`src/sv/assert_macros.svh`:
```
// Assertion macros for the Bezier sampler RTL.
// Included by the top level; expects aclk and aresetn in scope.
`ifndef ASSERT_MACROS_SVH
`define ASSERT_MACROS_SVH

// Check a consequent in the same cycle as its trigger.
`define BZS_ASSERT_SAME(label, trig, cons) \
    label: assert property (@(posedge aclk) disable iff (!aresetn) (trig) |-> (cons)) \
        else $error("bezier sampler check failed");

// Check a consequent in the cycle after its trigger.
`define BZS_ASSERT_NEXT(label, trig, cons) \
    label: assert property (@(posedge aclk) disable iff (!aresetn) (trig) |=> (cons)) \
        else $error("bezier sampler check failed");

`endif

```
`src/sv/bzs_pkg.sv`:
```
// Shared types and constants for the cubic Bezier sampler.
// No dependencies.
`timescale 1ns / 1ps
package bzs_pkg;
    localparam int CFG_W   = 7;          // num_points register width
    localparam int T_W     = 17;         // t and u, 16 fraction bits plus 1.0
    localparam int W_W     = 33;         // weights, 32 fraction bits plus 1.0
    localparam int DIV_STEPS = 17;       // quotient bits of 65536 / d
    localparam int CNT_W   = 5;
    localparam logic [CFG_W-1:0] NUM_POINTS_RST = 7'd16;
    localparam logic [T_W-1:0]   T_ONE = 17'h10000;

    typedef enum logic [1:0] {
        ST_IDLE,
        ST_DIV,
        ST_RUN
    } bzs_state_t;

    // Per-point control passed from the sequencer into the pipeline
    typedef struct packed {
        logic vld;
        logic last;
    } bzs_tag_t;
endpackage

```
`src/sv/bzs_tgen.sv`:
```
// Request sequencer: latches control points, divides 65536 by the step
// count, then steps the curve parameter t once per point. Uses bzs_pkg.
`timescale 1ns / 1ps
module bzs_tgen #(
    parameter int MAX_POINTS = 64,
    parameter int COORD_BITS = 16,
    parameter int IDX_W = 6
) (
    input  logic                        aclk,
    input  logic                        aresetn,
    input  logic                        s_tvalid,
    output logic                        s_tready,
    input  logic [8*COORD_BITS-1:0]     s_tdata,
    input  logic [bzs_pkg::CFG_W-1:0]   num_points,
    input  logic                        en,
    output bzs_pkg::bzs_tag_t           issue_tag,
    output logic [IDX_W-1:0]            issue_idx,
    output logic [bzs_pkg::T_W-1:0]     issue_t,
    output logic [8*COORD_BITS-1:0]     issue_pts
);
    import bzs_pkg::*;

    bzs_state_t state_reg, state_next;
    logic [IDX_W-1:0]        d_reg, d_next;
    logic [IDX_W-1:0]        idx_reg;
    logic [IDX_W-1:0]        div_rem_reg;
    logic [IDX_W-1:0]        acc_rem_reg;
    logic [T_W-1:0]          q_reg;
    logic [T_W-1:0]          t_reg;
    logic [CNT_W-1:0]        cnt_reg;
    logic [8*COORD_BITS-1:0] pts_reg;
    logic [IDX_W:0]          trial;
    logic [IDX_W:0]          step_sum;
    logic                    step_wrap;
    logic                    accept;

    // Clamp the configured count and form d = n - 1
    always_comb begin
        if (num_points < CFG_W'(2)) begin
            d_next = IDX_W'(1);
        end else if (int'(num_points) > MAX_POINTS) begin
            d_next = IDX_W'(MAX_POINTS - 1);
        end else begin
            d_next = IDX_W'(num_points - CFG_W'(1));
        end
    end

    // Restoring divider step and remainder stepping
    assign trial     = {div_rem_reg, (cnt_reg == '0)};
    assign step_sum  = {1'b0, acc_rem_reg} + {1'b0, div_rem_reg};
    assign step_wrap = step_sum >= {1'b0, d_reg};
    assign accept    = s_tvalid && s_tready;

    // Next state and outputs
    always_comb begin
        state_next = state_reg;
        s_tready   = 1'b0;
        issue_tag  = '0;
        unique case (state_reg)
            ST_IDLE: begin
                s_tready = 1'b1;
                if (s_tvalid) begin
                    state_next = ST_DIV;
                end
            end
            ST_DIV: begin
                if (cnt_reg == CNT_W'(DIV_STEPS - 1)) begin
                    state_next = ST_RUN;
                end
            end
            ST_RUN: begin
                issue_tag.vld  = 1'b1;
                issue_tag.last = (idx_reg == d_reg);
                if (en && issue_tag.last) begin
                    state_next = ST_IDLE;
                end
            end
            default: state_next = ST_IDLE;
        endcase
    end

    assign issue_idx = idx_reg;
    assign issue_t   = t_reg;
    assign issue_pts = pts_reg;

    always_ff @(posedge aclk) begin
        if (!aresetn) begin
            state_reg <= ST_IDLE;
        end else begin
            state_reg <= state_next;
        end
    end

    // Hold request data, run the divider, advance t
    always_ff @(posedge aclk) begin
        if (accept) begin
            pts_reg     <= s_tdata;
            d_reg       <= d_next;
            div_rem_reg <= '0;
            q_reg       <= '0;
            cnt_reg     <= '0;
        end else if (state_reg == ST_DIV) begin
            cnt_reg <= cnt_reg + CNT_W'(1);
            if (trial >= {1'b0, d_reg}) begin
                div_rem_reg <= IDX_W'(trial - {1'b0, d_reg});
                q_reg       <= {q_reg[T_W-2:0], 1'b1};
            end else begin
                div_rem_reg <= trial[IDX_W-1:0];
                q_reg       <= {q_reg[T_W-2:0], 1'b0};
            end
            t_reg       <= '0;
            idx_reg     <= '0;
            acc_rem_reg <= d_reg >> 1;
        end else if (state_reg == ST_RUN && en) begin
            idx_reg <= idx_reg + IDX_W'(1);
            if (step_wrap) begin
                acc_rem_reg <= IDX_W'(step_sum - {1'b0, d_reg});
                t_reg       <= t_reg + q_reg + T_W'(1);
            end else begin
                acc_rem_reg <= step_sum[IDX_W-1:0];
                t_reg       <= t_reg + q_reg;
            end
        end
    end
endmodule

```
`config.mk`:
```
export PLATFORM = sky130hd
export DESIGN_NAME = bzs_tgen
export DESIGN_NICKNAME = d
export VERILOG_FILES = /design/src/sv/assert_macros.svh /design/src/sv/bzs_pkg.sv /design/src/sv/bzs_tgen.sv
export SDC_FILE = /design/constraint.sdc
export NUM_CORES = 1
export LEC_CHECK = 0
export BUFFER_PORTS_ARGS = -buffer_cell sky130_fd_sc_hd__buf_2
export CAP_MARGIN = 25
export CORE_AREA = 2 2 189 191
export DETAILED_ROUTE_END_ITERATION = 8
export DIE_AREA = 0 0 191 193
export SLEW_MARGIN = 0
export SYNTH_ARGS = -nofsm -noshare
export SYNTH_HDL_FRONTEND = slang
export SYNTH_SLANG_ARGS = --single-unit
```
`constraint.sdc`:
```
create_clock -name aclk -period 7.1 [get_ports aclk]
set_input_delay 0.71 -clock aclk [delete_from_list [all_inputs] [get_ports aclk]]
set_output_delay 0.71 -clock aclk [all_outputs]
set_load 0.02 [all_outputs]
```
Yosys cells after proc, flatten, opt, wreduce, memory -nomap -nowiden
Index checks and enable logic that the tools add are counted.

Div/mod/pow operators: 0. Shift-type cells: 0. Add/sub/neg operators: 8. Eq/ne operators: 7. $lt $le $gt $ge: 4. Multiply operators: 0. Bitwise logic cells: 1. Reduce and logical (&&, ||, !) cells: 9. Mux-type cells: 15.

Operator list (number): 17-bit two-way mux (2); 6-bit two-way mux (5); 17-bit by 1-bit adder with 17-bit output, second input constant (1); 17-bit adder (1); 7-bit by 6-bit >= comparator with 1-bit output (2); 6-bit subtractor (2); 2-bit two-way mux (4); 6-bit by 6-bit adder with 7-bit output (1); 7-bit > comparator, second input constant (1); 7-bit by 2-bit less-than comparator with 1-bit output, second input constant (1); 6-bit by 1-bit adder with 6-bit output, second input constant (1); 6-bit equality test (1); 2-bit != test, second input constant (3); 2-bit one-hot mux with 3 select lines (1); 6-bit by 1-bit subtractor with 6-bit output, second input constant (1); 5-bit by 1-bit adder with 5-bit output, second input constant (1); 5-bit equality test, second input constant (1); 5-bit logical NOT (1); 5-bit two-way mux (1); 1-bit logical AND (3); 3-bit AND reduction (1); 2-bit by 1-bit equality test with 1-bit output, second input constant (1); 2-bit equality test, second input constant (1); 2-bit logical NOT (1); 5 further kinds (6).

ROM bits: 0. Bits in writable memories: 0. Bits in latches: 0. Bits in registers: 193. Output and inout bits: 154. Memories: 0. Logic and storage cells: 55.

Longest topological paths before layout
Depth after elaboration: 5. Gate-level depth with buffers: 15. Gate-level depth less buffers: 15.

Worst setup path after synthesis
No wires, ideal clock.

Path kind: reg-to-reg. Start point: register state_reg[1]. End point: register d_reg[0] (enable). Library setup time: 552 ps. Data required time: 6548 ps. Data arrival time: 4693 ps. Cell stages (with the launch flop): 4. Period minus slack after synthesis: 5245 ps. Path slack: 1855 ps. Path through: dfxtp_1 -> nor2_1 -> and2_1 -> clkbuf_1.

Word-level cells in the longest chain between the ends: 3.

RTL lines: start: declaration (RTL line bzs_tgen.sv:23) `bzs_state_t state_reg, state_next;`; start signal: assignment (RTL line bzs_tgen.sv:90) `state_reg <= state_next;`; 2-bit logical NOT (RTL line bzs_tgen.sv:59) `unique case (state_reg)`; 1-bit two-way mux (RTL line bzs_tgen.sv:59); via s_tready (RTL line bzs_tgen.sv:12) `output logic s_tready,`; 1-bit logical AND (RTL line bzs_tgen.sv:52) `assign accept = s_tvalid && s_tready;`; via accept (RTL line bzs_tgen.sv:35) `logic accept;`; end signal: assignment (RTL line bzs_tgen.sv:98) `d_reg <= d_next;`; end: declaration (RTL line bzs_tgen.sv:24) `logic [IDX_W-1:0] d_reg, d_next;`.

The timed path passes the listed nets, and every way through them passes these cells. A chain may end at the register's enable or synchronous reset.

Worst setup path after layout
Start point: register div_rem_reg[0]. End point: register t_reg[13], in the netlist issue_t[13] (data pin).

Word-level cells in the longest chain between the ends: 4.

RTL lines: start: declaration (RTL line bzs_tgen.sv:26) `logic [IDX_W-1:0] div_rem_reg;`; start signal: assignment (RTL line bzs_tgen.sv:105) `div_rem_reg <= IDX_W'(trial - {1'b0, d_reg});`; start signal: assignment (RTL line bzs_tgen.sv:108) `div_rem_reg <= trial[IDX_W-1:0];`; 6-bit by 6-bit adder with 7-bit output (RTL line bzs_tgen.sv:50) `assign step_sum = {1'b0, acc_rem_reg} + {1'b0, div_rem_reg};`; 7-bit by 6-bit >= comparator with 1-bit output (RTL line bzs_tgen.sv:51) `assign step_wrap = step_sum >= {1'b0, d_reg};`; 17-bit two-way mux (RTL line bzs_tgen.sv:116) `if (step_wrap) begin`; 17-bit two-way mux (RTL line bzs_tgen.sv:114) `end else if (state_reg == ST_RUN && en) begin`; end signal: assignment (RTL line bzs_tgen.sv:118) `t_reg <= t_reg + q_reg + T_W'(1);`; end signal: assignment (RTL line bzs_tgen.sv:121) `t_reg <= t_reg + q_reg;`; end: declaration (RTL line bzs_tgen.sv:29) `logic [T_W-1:0] t_reg;`.

No other way between the ends. The select of a mux whose other input is x is not followed.

==> results_tabular.tex <==
\begin{tabular}{lr}
\hline
Metric & Value \\
\hline
\multicolumn{2}{l}{\textbf{Route}} \\
\quad Initial DRT Pass Iterations & 5 \\
\quad DRC violation count after routing & 0 \\
\quad Wire length after detailed routing & 22660 um \\
\quad Number of nets with antenna violations after detailed routing & 0 \\
\quad Via count of the routed design & 6177 \\
\quad Routed via count divided by cell count & 4.314 \\
\quad Drt initial violations & 380 \\
\quad Average routed wire per standard cell & about 16 um \\
\multicolumn{2}{l}{\textbf{Timing}} \\
\quad Count of endpoints failing hold in the final timing report & 0 \\
\quad Worst setup slack after layout & 3.512 ns \\
\quad Setup clock skew after layout & $\sim$0.011 ns \\
\quad Setup TNS after final layout & 0 ns \\
\quad Number of pins with negative max-slew slack in the final report & 0 \\
\quad Final number of setup-violating endpoints & 0 \\
\quad Slew of the pin with the lowest slew margin & 0.8485 ns \\
\quad Share of the cycle needed by the critical path after routing & 0.5054 \\
\quad Peak Freq & roughly 280 MHz \\
\quad Clock period minus worst slack & 3.588 ns \\
\quad Worst-case hold slack & between 0.4 and 0.5 ns \\
\quad Worst rel slew slack & 0.4343 \\
\quad RSZ-0062 raised after global routing & false \\
\multicolumn{2}{l}{\textbf{Cells and area}} \\
\quad Multi-input gate area & 0.002884 mm2 \\
\quad Final layout net count & 1142 \\
\quad Layout Cells excl Fill & 1432 \\
\quad Proportion of layout cells with a drive suffix above 1 & 0.3522 \\
\quad Area growth from synthesis to layout & 30.55\% \\
\quad Footprint of the flip-flops and latches & 0.005495 mm2 \\
\quad Final core occ & 0.3196 \\
\quad Final instance area & about 0.011 mm2 \\
\quad Max FFs per register & $\sim$130 \\
\quad Filler cells & 3570 \\
\quad Final antenna diode count & 0 \\
\multicolumn{2}{l}{\textbf{Synth}} \\
\quad Share of flip-flops with an asynchronous set or reset & 0 \\
\quad Top-area cell type share of the netlist area & 0.5718 \\
\quad Commonest register cell after synthesis & edfxtp\_1 \\
\quad Syn\_nets & 847 \\
\quad Synth Area per Inst & approximately 13 um2 \\
\quad Warnings, synthesis & 0 \\
\quad Synth Cell Area & 0.008559 mm2 \\
\quad Count of state elements after synthesis & 193 \\
\quad Count of unique library cells instantiated by Yosys & 62 \\
\quad Largest cells by area after synthesis & edfxtp\_1 (57\%), dfxtp\_1 (7.0\%), ha\_1 (5.7\%) \\
\quad Sequential-to-total area share from yosys stat & 0.6420 \\
\quad EDFF count, synth & 163 \\
\quad Count of mapped cells out of synthesis & between 600 and 700 \\
\quad Cell type with the highest aggregate area in the netlist & edfxtp\_1 \\
\multicolumn{2}{l}{\textbf{CTS}} \\
\quad Clock net sink count & 193 \\
\quad Resized cells post-CTS & 0 \\
\quad CTS tree & built \\
\quad Count of H-tree levels built during CTS & 4 \\
\quad Maximum count of clock buffers along a single path & 2 \\
\quad Buffer count from post-CTS setup fixing & 0 \\
\quad Clock Latency Late Sink & 0.44 ns \\
\quad Cts hold-fix bufs & 0 \\
\quad Number of CTS-inserted buffers & 17 \\
\quad Clk root buf & clkbuf\_16 \\
\quad Clock Pin Slew Worst Setup and Hold Paths & 0.07 ns \\
\multicolumn{2}{l}{\textbf{Setup path}} \\
\quad Worst path top cell family by delay & simple AND/OR/NAND/NOR gates \\
\quad Endpoint arrival time on the critical path & 3.75 ns \\
\quad Type of element capturing the critical path & flop \\
\quad Flop2flop setup slack & between 3 and 4 ns \\
\quad Largest fanout on the critical path & 16 \\
\quad Max stage delay cell, worst path & fa\_1 \\
\quad Cell count of the worst reg-to-reg path & 16 \\
\quad Worst-path cell chain & ha\_1 -> inv\_1 -> fa\_1 -> nor2b\_1 -> o31a\_1 -> a21oi\_1 -> ha\_1 -> nand3\_1 -> nor2\_1 -> nor4\_1 -> o211ai\_1 -> buf\_4 -> nand3\_1 -> nor4\_2 -> xor2\_1 -> nor2\_1 \\
\quad Element type at the critical path start & flop \\
\quad Worst setup path category & reg2reg \\
\quad Total buffers and inverters traversed by the critical path & 2 \\
\quad Cell depth of the worst setup path & 16 \\
\quad Critical path required time & slightly above 7 ns \\
\quad Largest stage delay on the critical path & 0.40 ns \\
\multicolumn{2}{l}{\textbf{Floorplanning}} \\
\quad Effective utilization at floorplan & 0.2448 \\
\quad Core Rows & 69 \\
\quad Die ar. & roughly 0.037 mm2 \\
\quad Width of the die & 191 um \\
\quad Floorplan core area & 0.03496 mm2 \\
\quad I/O Pins & 293 \\
\quad Die height & between 150 and 200 um \\
\multicolumn{2}{l}{\textbf{Status}} \\
\quad Status & finished, final reports clean \\
\multicolumn{2}{l}{\textbf{Power}} \\
\quad Power per standard cell area & slightly below 300 mW/mm2 \\
\quad Leakage component of the power & between 4 and 5 nW \\
\quad Peak ir drop on the vdd network & 160.5 uV \\
\quad Power Total & 3.326 mW \\
\multicolumn{2}{l}{\textbf{GRT}} \\
\quad Antenna violations before repair & 0 \\
\quad Maximum number of pins on one net before global-route repair & 101 \\
\quad Global route total overflow & 0 \\
\quad Total routing resource utilization after global routing & 0.1179 \\
\quad Via count of the first global-routing pass & 5888 \\
\quad Wire length of the first global-routing pass & 32890 um \\
\multicolumn{2}{l}{\textbf{Min path}} \\
\quad Min-delay worst type & in2reg \\
\quad Worst Hold Depth & 1 \\
\multicolumn{2}{l}{\textbf{Placement}} \\
\quad Routability Congestion & 0.7916 \\
\quad Placed Cells incl. Taps & 1402 \\
\quad Post-Place Setup Slack & 3.525 ns \\
\quad Count of port buffers added during placement & 292 \\
\quad Placed standard-cell area & 0.01057 mm2 \\
\quad DP HPWL & around 17000 um \\
\multicolumn{2}{l}{\textbf{Flow run}} \\
\quad Max Cap Violations & 0 \\
\hline
\end{tabular}
-- per-layer routing --
layer / up-vias / track usage / share of wire
met4: 0 / 0.04383 / 0.015
met5: - / 0 / 0
met1: 2992 / 0.1607 / 0.45
li1: 3026 / - / -
met3: 17 / 0.02842 / 0.042
met2: 142 / 0.1817 / 0.49
-- cells in the mapped netlist (all sizes together), types with 5 or more instances --
cell,instances
inv,26
o21ai,26
nand2,60
edfxtp,163
xnor2,29
o211ai,7
mux2i,7
a21o,9
a21oi,47
dfxtp,30
nor3,13
xor2,18
nand4,8
and2,6
nor2b,5
nand3,10
o21a,9
nor2,65
a211oi,9
nand2b,6
clkbuf,15
ha,39
buf,6
-- final timing paths --
check,start,end
setup / recovery,div_rem_reg[0],issue_t[13]
hold / removal,s_tdata[32],issue_pts[32]
setup reg to reg,div_rem_reg[0],issue_t[13]
hold reg to reg,q_reg[16],q_reg[16]
-- cell families after synthesis --
logic type | synth area share
and+or+nand+nor | 0.1076
DFF | 0.6420
AOI/OAI and AO/OA | 0.1016
xor gates and xnor gates | 0.04897
buffers and inverters | 0.02266
adders and majority gates | 0.06637
muxes | 0.01082
-- placed cells by master, fill, tap and decap left out, types with 9 or more instances in the layout --
master and instances:
inv_1 26, nor2_1 65, dfxtp_1 30, nand2_1 60, a211oi_1 9, ha_1 39
nor3_1 12, xnor2_1 28, nand3_1 10, o21a_1 9, clkbuf_16 17, o21ai_0 19
buf_2 292, a21o_1 9, edfxtp_1 163, a21oi_1 45, xor2_1 18
-- cell type report --
| cell class | instances | area share |
|---|---|---|
| inverter | 26 | 0.008734 |
| clock inverter | 12 | 0.01612 |
| timing repair buffer | 297 | 0.1353 |
| tap | 461 | 0.05162 |
| clock buffer | 18 | 0.03841 |
| sequential | 193 | 0.4918 |
| multi-input combinational | 425 | 0.2581 |
-- power by group --
group	switching (mW)	total, mW	leakage, nW	internal, mW
clock network	0.434	1.02	0.295	0.589
logic	0.522	0.895	2.47	0.373
registers	0.0521	1.41	1.80	1.36
total	1.01	3.33	4.56	2.32
Note: power is estimated with default switching activity, not from simulation.
